--- config.mk ---
export PLATFORM = sky130hd
export DESIGN_NAME = flash_sector_remap_table
export DESIGN_NICKNAME = d
export VERILOG_FILES = /design/src/fsrt_pkg.sv /design/src/flash_sector_remap_table.sv /design/src/fsrt_ram.sv /design/src/fsrt_ctrl.sv /design/src/fsrt_dp.sv
export SDC_FILE = /design/constraint.sdc
export NUM_CORES = 1
export LEC_CHECK = 0
export BUFFER_PORTS_ARGS = -buffer_cell sky130_fd_sc_hd__buf_4
export CAP_MARGIN = 40
export CORE_UTILIZATION = 40
export CTS_BUF_LIST = sky130_fd_sc_hd__clkbuf_16
export CTS_CLUSTER_SIZE = 20
export DETAILED_ROUTE_END_ITERATION = 8
export MAX_ROUTING_LAYER = met4
export PLACE_DENSITY = 0.65
export SLEW_MARGIN = 20
export SYNTH_ARGS = -nofsm -noshare
export SYNTH_HDL_FRONTEND = slang
export SYNTH_SLANG_ARGS = --single-unit
export TNS_END_PERCENT = 20
--- constraint.sdc ---
create_clock -name clk -period 12.5 [get_ports clk]
set_input_delay 1.25 -clock clk [delete_from_list [all_inputs] [get_ports clk]]
set_output_delay 1.25 -clock clk [all_outputs]
set_load 0.02 [all_outputs]
--- src/fsrt_pkg.sv ---
package fsrt_pkg;

  localparam int NUM_LOGICAL_DEF = 16;
  localparam int NUM_SLOTS_DEF   = 256;

  localparam int LG_W   = 8;
  localparam int HDR_W  = 16;
  localparam int SLOT_W = 8;
  localparam int NFS_W  = 9;
  localparam int IN_TDATA_W  = 32;
  localparam int OUT_TDATA_W = 32;

  localparam logic [HDR_W-1:0] HDR_FREE = 16'hFFFF;
  localparam logic [HDR_W-1:0] HDR_USED = 16'h0000;

  typedef enum logic [1:0] {
    REQ_SCAN   = 2'd0,
    REQ_WRITE  = 2'd1,
    REQ_DELETE = 2'd2,
    REQ_READ   = 2'd3
  } req_t;

  typedef enum logic [1:0] {
    CMD_PROGRAM = 2'd0,
    CMD_MARK    = 2'd1,
    CMD_STATUS  = 2'd2
  } cmd_t;

  typedef struct packed {
    cmd_t              cmd_kind;
    logic [SLOT_W-1:0] slot_index;
    logic [HDR_W-1:0]  header_value;
    logic              success;
    logic              is_mapped;
    logic              store_full;
    logic              scan_finished;
    logic              bad_header;
    logic              last_of_run;
  } res_t;

  typedef struct packed {
    logic       load;
    logic       exec;
    logic       emit;
    logic [1:0] emit_idx;
  } ctl_cmd_t;

  typedef struct packed {
    logic [1:0] n_res;
  } dp_sts_t;

endpackage

--- src/flash_sector_remap_table.sv ---
// Sector remap table for append-only flash. Logical sectors 1..NUM_LOGICAL map
// to physical slots taken in order from a next-free pointer; scan transfers
// rebuild the map one slot header at a time, and write, delete and read
// transfers each produce a short run of results (program command, mark command,
// status), the final one flagged by out_tlast. The request kind travels on
// in_tuser and the result kind on out_tuser. A request passes through capture,
// slot memory lookup with its registered read, and update; its results are then
// loaded one at a time into the single output register, each as soon as that
// register is free. The next request is taken as soon as the last result of the
// previous one sits in the output register. Slot numbers are held in a small
// memory that needs no clearing pass; per-sector valid bits clear at reset.
module flash_sector_remap_table import fsrt_pkg::*; #(
  parameter int NUM_LOGICAL = NUM_LOGICAL_DEF,
  parameter int NUM_SLOTS   = NUM_SLOTS_DEF
) (
  input  logic                   clk,
  input  logic                   rst_n,
  input  logic                   in_tvalid,
  output logic                   in_tready,
  // logical_number[7:0], header_word[23:8], slot_all_erased[24],
  // checksum_match[25], same_data[26], program_ok[27], mark_ok[28], zero fill
  input  logic [IN_TDATA_W-1:0]  in_tdata,
  // req_type[1:0]
  input  logic [1:0]             in_tuser,
  output logic                   out_tvalid,
  input  logic                   out_tready,
  // slot_index[7:0], header_value[23:8], success[24], is_mapped[25],
  // store_full[26], scan_finished[27], bad_header[28], zero fill
  output logic [OUT_TDATA_W-1:0] out_tdata,
  // cmd_kind[1:0]
  output logic [1:0]             out_tuser,
  output logic                   out_tlast
);

  ctl_cmd_t cmd;
  dp_sts_t  sts;
  res_t     res;

  fsrt_ctrl u_ctrl (
    .clk       (clk),
    .rst_n     (rst_n),
    .in_tvalid (in_tvalid),
    .in_tready (in_tready),
    .out_tvalid(out_tvalid),
    .out_tready(out_tready),
    .sts       (sts),
    .cmd       (cmd)
  );

  fsrt_dp #(
    .NUM_LOGICAL(NUM_LOGICAL),
    .NUM_SLOTS  (NUM_SLOTS)
  ) u_dp (
    .clk     (clk),
    .rst_n   (rst_n),
    .in_tdata(in_tdata),
    .in_tuser(in_tuser),
    .cmd     (cmd),
    .sts     (sts),
    .out_res (res)
  );

  assign out_tdata = {3'b000, res.bad_header, res.scan_finished, res.store_full,
                      res.is_mapped, res.success, res.header_value, res.slot_index};
  assign out_tuser = res.cmd_kind;
  assign out_tlast = res.last_of_run;

endmodule

--- src/fsrt_ram.sv ---
module fsrt_ram import fsrt_pkg::*; #(
  parameter int WIDTH = SLOT_W,
  parameter int DEPTH = NUM_LOGICAL_DEF,
  localparam int AW = (DEPTH > 1) ? $clog2(DEPTH) : 1
) (
  input  logic             clk,
  input  logic             we,
  input  logic [AW-1:0]    waddr,
  input  logic [WIDTH-1:0] wdata,
  input  logic [AW-1:0]    raddr,
  output logic [WIDTH-1:0] rdata
);

  logic [WIDTH-1:0] mem [DEPTH];
  logic [WIDTH-1:0] rdata_r;

  always_ff @(posedge clk) begin
    if (we) begin
      mem[waddr] <= wdata;
    end
    rdata_r <= mem[raddr];
  end

  assign rdata = rdata_r;

endmodule

--- src/fsrt_ctrl.sv ---
module fsrt_ctrl import fsrt_pkg::*; (
  input  logic     clk,
  input  logic     rst_n,
  input  logic     in_tvalid,
  output logic     in_tready,
  output logic     out_tvalid,
  input  logic     out_tready,
  input  dp_sts_t  sts,
  output ctl_cmd_t cmd
);

  typedef enum logic [1:0] {
    ST_IDLE,
    ST_LOOKUP,
    ST_EXEC,
    ST_EMIT
  } state_t;

  state_t     state_r, state_nxt;
  logic [1:0] idx_r, idx_nxt;
  logic       out_tvalid_r, out_tvalid_nxt;
  logic       slot_free;

  assign slot_free = !out_tvalid_r || out_tready;

  always_comb begin
    state_nxt      = state_r;
    idx_nxt        = idx_r;
    out_tvalid_nxt = out_tvalid_r && !out_tready;
    cmd            = '0;
    cmd.emit_idx   = idx_r;
    unique case (state_r)
      ST_IDLE: begin
        if (in_tvalid) begin
          cmd.load  = 1'b1;
          state_nxt = ST_LOOKUP;
        end
      end
      ST_LOOKUP: begin
        state_nxt = ST_EXEC;
      end
      ST_EXEC: begin
        cmd.exec  = 1'b1;
        idx_nxt   = 2'd0;
        state_nxt = ST_EMIT;
      end
      ST_EMIT: begin
        if (slot_free) begin
          cmd.emit       = 1'b1;
          out_tvalid_nxt = 1'b1;
          idx_nxt        = idx_r + 2'd1;
          // The result register is loaded with the last item, so the input side reopens.
          if (idx_r == sts.n_res - 2'd1) begin
            state_nxt = ST_IDLE;
          end
        end
      end
      default: state_nxt = ST_IDLE;
    endcase
  end

  always_ff @(posedge clk) begin
    if (!rst_n) begin
      state_r      <= ST_IDLE;
      idx_r        <= 2'd0;
      out_tvalid_r <= 1'b0;
    end else begin
      state_r      <= state_nxt;
      idx_r        <= idx_nxt;
      out_tvalid_r <= out_tvalid_nxt;
    end
  end

  assign in_tready  = (state_r == ST_IDLE);
  assign out_tvalid = out_tvalid_r;

endmodule

--- src/fsrt_dp.sv ---
module fsrt_dp import fsrt_pkg::*; #(
  parameter int NUM_LOGICAL = NUM_LOGICAL_DEF,
  parameter int NUM_SLOTS   = NUM_SLOTS_DEF
) (
  input  logic                  clk,
  input  logic                  rst_n,
  input  logic [IN_TDATA_W-1:0] in_tdata,
  input  logic [1:0]            in_tuser,
  input  ctl_cmd_t              cmd,
  output dp_sts_t               sts,
  output res_t                  out_res
);

  localparam int LIDX_W = (NUM_LOGICAL > 1) ? $clog2(NUM_LOGICAL) : 1;
  localparam logic [LG_W-1:0]  NL_LG  = LG_W'(NUM_LOGICAL);
  localparam logic [HDR_W-1:0] NL_HDR = HDR_W'(NUM_LOGICAL);
  localparam logic [NFS_W-1:0] NS     = NFS_W'(NUM_SLOTS);

  // Latched request.
  req_t              req_r;
  logic [LG_W-1:0]   lg_r;
  logic [HDR_W-1:0]  hdr_r;
  logic              erased_r, csok_r, same_r, pok_r, mkok_r;

  // Table state.
  logic [NUM_LOGICAL-1:0] map_valid_r;
  logic [NFS_W-1:0]       nfs_r, nfs_nxt;
  logic                   stop_r, stop_nxt;

  res_t       res_r [3];
  res_t       res_nxt [3];
  logic [1:0] n_res_r, n_res_nxt;
  res_t       out_r;

  logic              vwe, vval;
  logic [LIDX_W-1:0] vidx;
  logic              ram_we;
  logic [LIDX_W-1:0] ram_waddr;
  logic [SLOT_W-1:0] ram_wdata;
  logic [SLOT_W-1:0] mslot;

  logic [LIDX_W-1:0] v, hv;
  logic              lg_ok, vld, full_now, full_aft, fin_aft;
  logic [SLOT_W-1:0] cur_slot, new_slot;

  function automatic res_t mk_cmd(cmd_t kind, logic [SLOT_W-1:0] slot,
                                  logic [HDR_W-1:0] hdr);
    res_t r;
    r              = '0;
    r.cmd_kind     = kind;
    r.slot_index   = slot;
    r.header_value = hdr;
    return r;
  endfunction

  function automatic res_t mk_sts(logic [SLOT_W-1:0] slot, logic ok, logic mapped,
                                  logic bad, logic full, logic fin);
    res_t r;
    r               = '0;
    r.cmd_kind      = CMD_STATUS;
    r.slot_index    = slot;
    r.success       = ok;
    r.is_mapped     = mapped;
    r.store_full    = full;
    r.scan_finished = fin;
    r.bad_header    = bad;
    r.last_of_run   = 1'b1;
    return r;
  endfunction

  // The slot memory is only written in the update cycle of a request.
  fsrt_ram #(
    .WIDTH(SLOT_W),
    .DEPTH(NUM_LOGICAL)
  ) u_slot_ram (
    .clk  (clk),
    .we   (ram_we & cmd.exec),
    .waddr(ram_waddr),
    .wdata(ram_wdata),
    .raddr(v),
    .rdata(mslot)
  );

  assign v        = LIDX_W'(lg_r - LG_W'(1));
  assign hv       = LIDX_W'(hdr_r - HDR_W'(1));
  assign lg_ok    = (lg_r != '0) && (lg_r <= NL_LG);
  assign vld      = lg_ok && map_valid_r[v];
  assign cur_slot = vld ? mslot : '0;
  assign new_slot = nfs_r[SLOT_W-1:0];
  assign full_now = (nfs_r >= NS);
  assign full_aft = (nfs_nxt >= NS);
  assign fin_aft  = stop_nxt || full_aft;

  // State effects of the request; the status fields need the updated state,
  // so the result list is built in a second pass below.
  always_comb begin
    nfs_nxt   = nfs_r;
    stop_nxt  = stop_r;
    vwe       = 1'b0;
    vidx      = v;
    vval      = 1'b0;
    ram_we    = 1'b0;
    ram_waddr = v;
    ram_wdata = new_slot;
    unique case (req_r)
      REQ_SCAN: begin
        if (!stop_r && !full_now) begin
          if (hdr_r == HDR_FREE && erased_r) begin
            stop_nxt = 1'b1;
          end else begin
            if (hdr_r != HDR_FREE && hdr_r != HDR_USED && hdr_r <= NL_HDR && csok_r) begin
              vwe       = 1'b1;
              vidx      = hv;
              vval      = 1'b1;
              ram_we    = 1'b1;
              ram_waddr = hv;
            end
            nfs_nxt = nfs_r + NFS_W'(1);
            if (nfs_r + NFS_W'(1) >= NS) begin
              stop_nxt = 1'b1;
            end
          end
        end
      end
      REQ_DELETE: begin
        if (vld) begin
          vwe  = 1'b1;
          vval = 1'b0;
        end
      end
      REQ_WRITE: begin
        if (lg_ok && !(vld && same_r) && !full_now) begin
          nfs_nxt = nfs_r + NFS_W'(1);
          if (pok_r) begin
            vwe    = 1'b1;
            vval   = vld ? mkok_r : 1'b1;
            ram_we = vld ? mkok_r : 1'b1;
          end
        end
      end
      REQ_READ: begin
      end
      default: begin
      end
    endcase
  end

  always_comb begin
    res_nxt[0] = mk_sts('0, 1'b0, 1'b0, 1'b0, full_aft, fin_aft);
    res_nxt[1] = res_nxt[0];
    res_nxt[2] = res_nxt[0];
    n_res_nxt  = 2'd1;
    priority if (req_r == REQ_SCAN) begin
      if (stop_r || full_now) begin
        res_nxt[0] = mk_sts('0, 1'b1, 1'b0, 1'b0, full_aft, fin_aft);
      end else if (hdr_r == HDR_FREE && erased_r) begin
        res_nxt[0] = mk_sts(new_slot, 1'b1, 1'b0, 1'b0, full_aft, fin_aft);
      end else if (hdr_r == HDR_FREE || hdr_r == HDR_USED) begin
        res_nxt[0] = mk_sts(new_slot, 1'b1, 1'b0, 1'b0, full_aft, fin_aft);
      end else if (hdr_r <= NL_HDR) begin
        res_nxt[0] = mk_sts(new_slot, csok_r, csok_r || map_valid_r[hv], 1'b0,
                            full_aft, fin_aft);
      end else begin
        res_nxt[0] = mk_sts(new_slot, 1'b0, 1'b0, 1'b1, full_aft, fin_aft);
      end
    end else if (!lg_ok) begin
      res_nxt[0] = mk_sts('0, 1'b0, 1'b0, 1'b0, full_aft, fin_aft);
    end else if (req_r == REQ_READ) begin
      res_nxt[0] = mk_sts(cur_slot, 1'b1, vld, 1'b0, full_aft, fin_aft);
    end else if (req_r == REQ_DELETE) begin
      if (!vld) begin
        res_nxt[0] = mk_sts('0, 1'b1, 1'b0, 1'b0, full_aft, fin_aft);
      end else begin
        res_nxt[0] = mk_cmd(CMD_MARK, mslot, HDR_USED);
        res_nxt[1] = mk_sts('0, mkok_r, 1'b0, 1'b0, full_aft, fin_aft);
        n_res_nxt  = 2'd2;
      end
    end else begin
      if (vld && same_r) begin
        res_nxt[0] = mk_sts(mslot, 1'b1, 1'b1, 1'b0, full_aft, fin_aft);
      end else if (full_now) begin
        res_nxt[0] = mk_sts(cur_slot, 1'b0, vld, 1'b0, full_aft, fin_aft);
      end else begin
        res_nxt[0] = mk_cmd(CMD_PROGRAM, new_slot, HDR_W'(lg_r));
        if (!pok_r) begin
          res_nxt[1] = mk_sts(cur_slot, 1'b0, vld, 1'b0, full_aft, fin_aft);
          n_res_nxt  = 2'd2;
        end else if (vld) begin
          res_nxt[1] = mk_cmd(CMD_MARK, mslot, HDR_USED);
          res_nxt[2] = mkok_r ? mk_sts(new_slot, 1'b1, 1'b1, 1'b0, full_aft, fin_aft)
                              : mk_sts('0, 1'b0, 1'b0, 1'b0, full_aft, fin_aft);
          n_res_nxt  = 2'd3;
        end else begin
          res_nxt[1] = mk_sts(new_slot, 1'b1, 1'b1, 1'b0, full_aft, fin_aft);
          n_res_nxt  = 2'd2;
        end
      end
    end
  end

  always_ff @(posedge clk) begin
    if (!rst_n) begin
      map_valid_r <= '0;
      nfs_r       <= '0;
      stop_r      <= 1'b0;
      n_res_r     <= 2'd1;
    end else if (cmd.exec) begin
      if (vwe) begin
        map_valid_r[vidx] <= vval;
      end
      nfs_r   <= nfs_nxt;
      stop_r  <= stop_nxt;
      n_res_r <= n_res_nxt;
    end
  end

  always_ff @(posedge clk) begin
    if (cmd.load) begin
      req_r    <= req_t'(in_tuser);
      lg_r     <= in_tdata[7:0];
      hdr_r    <= in_tdata[23:8];
      erased_r <= in_tdata[24];
      csok_r   <= in_tdata[25];
      same_r   <= in_tdata[26];
      pok_r    <= in_tdata[27];
      mkok_r   <= in_tdata[28];
    end
    if (cmd.exec) begin
      res_r[0] <= res_nxt[0];
      res_r[1] <= res_nxt[1];
      res_r[2] <= res_nxt[2];
    end
    if (cmd.emit) begin
      unique case (cmd.emit_idx)
        2'd0:    out_r <= res_r[0];
        2'd1:    out_r <= res_r[1];
        default: out_r <= res_r[2];
      endcase
    end
  end

  assign sts.n_res = n_res_r;
  assign out_res   = out_r;

endmodule

==> metrics, run 1 <==
Placement Cell Area=13100 sq um; IO Port Bufs=60; unrepaired setup endpoints after global routing=false; cell count after synthesis=871; core area=29900 sq um; Max Fclk=0.236 GHz; Worst Path Arrival=4.43 ns; setup ws final=8.26 ns; GR Util All Layers=0.174; DR WL/cell=19.5 um; Sink Count=271; largest net degree at the start of global routing=66; clock root cell=clkbuf_16; clk slew on worst S/H paths=0.06 ns; Num CTS Buffers=28; total gr overflow=0; Fillers=2541; commonest non-fill, non-tap cells in the layout=edfxtp_1 (230), buf_4 (77), nand2_1 (63); Worst EP required=12.69 ns; # hold bufs at CTS=0; Layout Nets=996; final design utilization=0.473; ys flop type=edfxtp_1; DR vias/cell=5.58; worst-margin pin slew=0.894 ns; Routed Antenna Nets=0; Setup WS pre-CTS=7.52 ns; IO Pins=75; final setup violation count=0; placer congestion estimate=0.912; Leakage=4.72 nW; slowest stage delay, CP=0.80 ns; Die W=177 um; Final Hold Viols=0; skew final=0.0134 ns; status=finished, final reports clean; H-tree Lvls=1; Post-synth ARST share=0; share of cells above drive strength 1=0.213; post-CTS setup buffer count=0; die area=31300 sq um; MaxCap Viol Count=0; Initial Utilization=0.409; setup TNS=0 ns; most common cell after layout, fill and taps aside=edfxtp_1; ANT cells=0; crit start category=flop; relative slew slack=0.403; Yosys warnings=0; fin crit share=0.339; final hold slack=0.466 ns; post-synthesis area per instance=14.0 sq um; critical path's slowest cell=nor3b_1; DP HPWL=17.9 mm; crit-path max FO=16; Layout area overhead=15.6%; synthesized area=12200 sq um; via count=7547; clk_lat worst skew=0.56 ns; vias in the first global route=7392; CP delay by family, top=simple AND/OR/NAND/NOR gates; register area share after synthesis=0.632; worst path bufs/invs=1; cts repair resizes=0; fin area=14100 sq um; CTS tree=built; Min Clock Period, post-route=4.24 ns; pins over their slew limit=0; Routed WL=26.4 mm; 1st-pass router iterations=5; post-synth cell types=71; first-pass GRT wire length=40.8 mm; min-delay worst type=flop to flop; Yosys reg bits=271; Die Y=177 um; clk buf depth=3; Crit Path Class=flop to flop; number of flops mapped to enable cells by yosys=230; power per cell area=176 nW/um^2; CP Cell Sequence=inv_1 -> ha_1 -> nor3b_1 -> nand2_1 -> or3_1 -> a21o_1 -> nor2b_1; Rows=63; initial antenna violation count=0; drt initial violations=568; DRC=0; Max VDD drop=0.000120 V; crit end category=flop
[cells by family after synthesis]
| logic type | after synthesis | share of synthesized area |
|---|---|---|
| adders and majority gates | 17 | 0.0174 |
| and+or+nand+nor | 265 | 0.111 |
| muxes | 72 | 0.109 |
| AOI/OAI and AO/OA | 148 | 0.0914 |
| other | 1 | 0.000307 |
| xor gates and xnor gates | 9 | 0.00645 |
| buffers and inverters | 88 | 0.0320 |
| DFF | 271 | 0.632 |
[sequential cells by signal, indices dropped and copies added, names as in the netlist, 2 cells and up, named ones only]
name,flops
u_ctrl.idx_r,2
u_ctrl.state_r,2
u_dp.hdr_r,16
u_dp.lg_r,8
u_dp.map_valid_r,16
u_dp.nfs_r,3
u_dp.out_res,23
u_dp.req_r,2
u_dp.res_r,48
u_dp.sts,2
u_dp.u_slot_ram.mem,128
u_dp.u_slot_ram.rdata,8
[tightest hold or removal path, cell delays in order (launching register included)]
cell	delay, ns
dfxtp_1	0.32
inv_1	0.05
a21oi_1	0.05
[synth_stat cells, drive strengths merged (6+ instances only)]
library cell	instances	area share
a311oi	11	0.0079
nand3	28	0.011
nand2b	6	0.0031
o21ai	14	0.0057
nor3	25	0.012
nor4	7	0.0041
and3	8	0.0041
and2	20	0.010
nand4	8	0.0041
buf	28	0.014
nor2b	16	0.0082
or3	7	0.0036
inv	30	0.0092
edfxtp	230	0.57
nor2	57	0.018
nand2	64	0.020
mux4	49	0.090
dfxtp	41	0.067
o221a	10	0.0092
o311ai	12	0.0086
clkbuf	30	0.0092
o31ai	10	0.0061
ha	17	0.017
mux2i	20	0.016
a22o	9	0.0065
a21oi	29	0.012
a22oi	15	0.0092
[where the power goes]
group	switching (mW)	leakage [nW]	total (mW)	internal (mW)
Sequential	0.0510	2.51	1.13	1.08
Combinational	0.319	1.75	0.497	0.178
Clock	0.355	0.464	0.850	0.495
Total	0.725	4.72	2.48	1.76
[per-layer routing]
layer / vias to the layer above / global-route usage / share of wire
met5: - / - / 0
met4: 0 / 0.0510 / 0.021
met3: 45 / 0.0268 / 0.056
met2: 252 / 0.281 / 0.49
met1: 3716 / 0.227 / 0.44
li1: 3534 / - / -
[cell type report]
class	instances	area, sq um	area share
tap	390	488	0.0345
multi-input combinational	525	4160	0.294
clock inverter	24	250	0.0177
inverter	30	113	0.00797
clock buffer	28	701	0.0496
timing repair buffer	85	697	0.0493
sequential	271	7730	0.547
[per-stage QoR]
stage,total power [mW],instances
detailed placement,1.64,1291
CTS,2.49,1343
global placement,1.63,1285
finish,2.48,1353
floorplan,1.50,884
global route,2.58,1353
[worst paths after layout]
check	slack, ns	startpoint	to	depth (start not counted)
setup / recovery	8.26	u_dp.req_r[0]	u_dp.u_slot_ram.mem[3][0]	7
hold / removal	0.47	u_dp.map_valid_r[9]	u_dp.map_valid_r[9]	2
setup reg to reg	8.26	u_dp.req_r[0]	u_dp.u_slot_ram.mem[3][0]	7
hold reg to reg	0.47	u_dp.map_valid_r[9]	u_dp.map_valid_r[9]	2
(Power assumes the default switching activity.)
==> run 2, diff against run 1 <==
Settings changed: ABC_AREA from default to 1, PLACE_DENSITY 0.65 to 0.68.
Clock period 12.5 ns to 3.8 ns, I/O delays scaled along.
==> metrics, run 2 <==
ys flop type=edfxtp_1; GR Util met3=0.0243; Num CTS Buffers=28; pins over their slew limit=0; crit-path max FO=17; Leakage=5.29 nW; FF-to-FF setup slack=0.50 ns; Sink Count=271; Worst R2R End=u_dp.u_slot_ram.mem[5][0]; fin area=14100 sq um; clk buf depth=3; IO Port Bufs=60; register area share after synthesis=0.633; clock root cell=clkbuf_16; cell internal pwr=5.96 mW; Die W=177 um; min-delay worst type=input pin to flop; crit start category=flop; final setup violation count=0; Largest Register=u_dp.u_slot_ram.mem; Yosys reg bits=271; number of flops mapped to enable cells by yosys=230; CP startpoint=u_dp.lg_r[0]; switch share=0.329; via count=8955; Placement Cell Area=13200 sq um; Post-synth ARST share=0; ANT cells=0; synthesized area=12200 sq um; H-tree Lvls=1; post-CTS setup buffer count=0; Layout Nets=1334; most used standard cell by instance count after synthesis=edfxtp_1; first-pass GRT wire length=44.7 mm; Initial Utilization=0.410; final non-filler cell total=1691; crit end category=flop; Crit Path Class=flop to flop; largest net degree at the start of global routing=74; sequential share of power=0.445; biggest area consumer among synthesized cells=edfxtp_1; met2 Track Usage GR=0.295; Yosys warnings=0; setup ws final=0.495 ns; core area=29800 sq um; met1 GRT Util=0.248; skew final=0.0283 ns; Final Hold Viols=0; relative slew slack=0.437; Net Sw Power=2.92 mW; worst-margin pin slew=0.841 ns; commonest non-fill, non-tap cells in the layout=edfxtp_1 (230), nand2_1 (182), nor2_1 (179); post-synthesis area per instance=10.2 sq um; share of cells above drive strength 1=0.123; Most Crowded Layer GR=met2; hold depth=1; GR Util All Layers=0.185; drt initial violations=858; total gr overflow=0; DR vias/cell=5.30; Max VDD drop=0.000323 V; Rows=63; Post-synth top cells=edfxtp_1 (230), nand2_1 (182), nor2_1 (179); cts repair resizes=0; # hold bufs at CTS=0; CTS tree=built; synth top area cells=edfxtp_1 (57%), dfxtp_1 (6.7%), nand2_1 (5.6%); clk_lat worst skew=0.55 ns; DP HPWL=18.3 mm; Worst Path Arrival=3.54 ns; fin crit share=0.870; logic gate share of total power=0.258; clk slew on worst S/H paths=0.06 ns; dpl cells=1637; number of flip-flops under the largest register name=128; status=finished, final reports clean; post-synth cell types=39; Die Y=177 um; Critical R2R Launch=u_dp.lg_r[0]; Min Clock Period, post-route=3.30 ns; Routed WL=27.9 mm; placer congestion estimate=0.888; DR WL/cell=16.5 um; Max Fclk=0.303 GHz; DRC=0; share of the synthesized area in the top cell type=0.566; most common cell after layout, fill and taps aside=edfxtp_1; unrepaired setup endpoints after global routing=false; Worst EP required=4.04 ns; FF-to-FF path depth=12; initial antenna violation count=0; Clock power frac=0.298; 1st-pass router iterations=6; IO Pins=75; Routed Antenna Nets=0; power per cell area=629 nW/um^2; MaxCap Viol Count=0; worst hold start=in_tdata[27]; Hold EP=u_dp.pok_r; cell count after synthesis=1202; vias in the first global route=8331; Setup WS pre-CTS=0.563 ns; setup TNS=0 ns; Layout area overhead=15.6%; die area=31200 sq um
==> run 2: cell types whose count changed in the layout (fill, tap and decap cells not counted), sizes merged, moves of 23 or more <==
cell	previous run	this run
nand2	64	182
mux4	49	0
nand3	28	72
nor2	57	181
o21ai	14	140
o22ai	2	25
a21oi	29	61
inv	33	99
==> run 2: power groups by stage <==
stage               Clock, mW  Combinational, mW  Sequential [mW]
floorplan                   0               1.45             4.04
global placement            0               2.17             4.01
detailed placement          0               2.23             4.02
CTS                      2.70               2.24             3.96
global route             2.81               2.53             3.99
finish                   2.64               2.29             3.95
==> run 2: how the worst max path moves through the flow <==
stage                                            end  slack (ns)  cells past startpoint
final                      u_dp.u_slot_ram.mem[5][0]        0.50                     12
after global routing       u_dp.u_slot_ram.mem[8][3]        0.23                     12
after CTS                  u_dp.u_slot_ram.mem[5][0]        0.55                     12
after detailed placement   u_dp.u_slot_ram.mem[5][1]        0.56                     12
after global placement     u_dp.u_slot_ram.mem[1][6]        0.60                     12
after floorplan           u_dp.u_slot_ram.mem[12][0]      -0.006                     16
==> run 2: kinds of logic (layout without fill, tap and decap cells) <==
family | Yosys count | count (layout) | synth area share
xor+xnor | 12 | 12 | 0.00984
other cells | 1 | 14 | 0.000307
compound gates | 266 | 266 | 0.121
buf+inv | 156 | 242 | 0.0530
fa+ha+maj | 17 | 17 | 0.0174
flops | 271 | 271 | 0.633
simple gates | 479 | 479 | 0.165
==> run 2: stage by stage <==
step | utilization | power [mW] | hold slack (ns)
6_report | 0.474 | 8.88 | 0.0204
4_1_cts | 0.473 | 8.90 | 0.00329
3_3_place_gp | 0.442 | 6.18 | 0.480
2_1_floorplan | - | 5.48 | 0.456
3_5_place_dp | 0.443 | 6.25 | 0.482
5_1_grt | 0.474 | 9.33 | 0.000403
==> run 2: area by class of cell <==
class / instances / area, sq um
fill: 2689 / 15700
clock inverter: 24 / 198
clock buffer: 28 / 701
sequential: 271 / 7730
multi-input combinational: 788 / 3890
inverter: 92 / 345
tap: 390 / 488
timing repair buffer: 98 / 763
==> run 2: per-layer routing <==
layer,routed length (um),up-vias
met2,13400,331
met1,12300,4203
met4,585,0
met3,1670,70
met5,0,-
li1,-,4351
==> run 2: worst max-delay path, stage by stage, from the launching register on <==
cell,delay [ns]
edfxtp_1,0.40
inv_2,0.07
ha_1,0.42
inv_2,0.30
nand3_1,0.14
nand3_1,0.15
nand3_2,0.18
nand4_4,0.21
nand3_1,0.14
nand2_1,0.13
nand2_1,0.35
nor3_1,0.27
buf_4,0.23
==> run 3, diff against run 2 <==
Settings changed: ABC_AREA 1 to default, CORE_MARGIN from default to 4, PLACE_DENSITY 0.68 to 0.67.
==> metrics, run 3 (synthesis results as in run 1) <==
dpl cells=1314; initial antenna violation count=0; setup TNS=0 ns; DR vias/cell=5.58; Max VDD drop=0.000314 V; clock root cell=clkbuf_16; CP startpoint=u_dp.lg_r[1]; clk buf depth=3; Crit Path Class=flop to flop; largest net degree at the start of global routing=55; final hold slack=0.0238 ns; DP HPWL=18.4 mm; via count=7741; cts repair resizes=0; Leakage=4.86 nW; FF-to-FF setup slack=0.43 ns; Worst Path Arrival=3.61 ns; IO Pins=75; Fillers=2577; pins over their slew limit=0; area of the multi-input gates=4160 sq um; Routed WL=26.8 mm; worst hold start=in_tdata[13]; placer congestion estimate=0.942; FF-to-FF path depth=9; DRC=0; GR Util All Layers=0.160; crit end category=flop; crit start category=flop; MaxCap Viol Count=0; Max Fclk=0.297 GHz; most common cell after layout, fill and taps aside=edfxtp_1; 1st-pass router iterations=6; crit-path max FO=16; drt initial violations=669; clk slew on worst S/H paths=0.06 ns; Min Clock Period, post-route=3.37 ns; final non-filler cell total=1387; worst-margin pin slew=0.791 ns; Num CTS Buffers=28; H-tree Lvls=1; fin crit share=0.887; Worst R2R End=u_dp.u_slot_ram.mem[9][2]; IO Port Bufs=60; CTS tree=built; status=finished, final reports clean; share of cells above drive strength 1=0.216; final setup violation count=0; Die W=183 um; final design utilization=0.479; skew final=0.0196 ns; Rows=63; Die Y=183 um; Sink Count=271; Layout Nets=1030; number of flip-flops under the largest register name=128; DR WL/cell=19.3 um; Reg area=7730 sq um; Worst EP required=4.04 ns; Final Hold Viols=0; Critical R2R Launch=u_dp.lg_r[1]; core area=29900 sq um; first-pass GRT wire length=41.8 mm; Layout area overhead=17.1%; vias in the first global route=7452; Initial Utilization=0.409; total gr overflow=0; relative slew slack=0.472; commonest non-fill, non-tap cells in the layout=edfxtp_1 (230), buf_4 (98), nand2_1 (63); ANT cells=0; CP endpoint=u_dp.u_slot_ram.mem[9][2]; die area=33400 sq um; Largest Register=u_dp.u_slot_ram.mem; Routed Antenna Nets=0; min-delay worst type=input pin to flop; unrepaired setup endpoints after global routing=false; clk_lat worst skew=0.55 ns; power per cell area=555 nW/um^2
## run 3: changes by cell type in the layout (fill, tap and decap cells not counted), sizes merged, moves of 44 or more
cell   delta
o21ai   -126
nor2    -124
nand2   -118
inv      -59
mux4     +49
nand3    -44
## run 3: report_power, final
| part | internal (mW) | total [mW] | switching (mW) |
|---|---|---|---|
| Combinational | 0.601 | 1.67 | 1.07 |
| Clock | 1.47 | 2.57 | 1.09 |
| Sequential | 3.56 | 3.71 | 0.151 |
| Total | 5.64 | 7.95 | 2.31 |
## run 3: critical path: stages, from the launching register on
cell      delay (ns)
edfxtp_1        0.42
inv_1           0.11
ha_1            0.42
mux4_2          0.36
or4_4           0.58
o211ai_1        0.22
o21ai_1         0.13
a21o_1          0.41
nor2b_1         0.21
buf_4           0.20
## run 3: final cells by class
class | count | area share
multi-input combinational | 525 | 0.290
inverter | 30 | 0.00787
timing repair buffer | 119 | 0.0665
tap | 390 | 0.0341
sequential | 271 | 0.540
clock inverter | 24 | 0.0122
clock buffer | 28 | 0.0490
## run 3: how the worst min path moves through the flow
stage                                       to  slack, ns  cells after the start
final                            u_dp.hdr_r[5]       0.02                      1
after global placement     u_dp.map_valid_r[9]       0.44                      2
after global routing              u_dp.lg_r[2]     0.0004                      1
after floorplan           u_dp.map_valid_r[13]       0.43                      2
after detailed placement   u_dp.map_valid_r[9]       0.45                      2
after CTS                         u_dp.lg_r[5]     0.0001                      1
## run 3: routing by layer
layer / global-route usage / up-vias / part of all wire
li1: - / 3611 / -
met1: 0.217 / 3837 / 0.43
met2: 0.260 / 262 / 0.49
met3: 0.0268 / 31 / 0.070
met4: 0.0340 / 0 / 0.016
met5: - / - / 0
## run 3: repair_timing
| item | in CTS | in global routing |
|---|---|---|
| hold endpoints to repair | 14 | 5 |
| setup buffers | 0 | 0 |
| hold buffers | 14 | 5 |
## run 3: stage by stage
stage / worst slack (ns) / total power, mW / cell area [sq um]
5_1_grt: 0.201 / 8.32 / 14300
6_report: 0.430 / 7.95 / 14300
3_3_place_gp: 0.503 / 5.39 / 13200
2_1_floorplan: -0.0325 / 4.92 / 12300
3_5_place_dp: 0.462 / 5.41 / 13200
4_1_cts: 0.454 / 8.01 / 14200
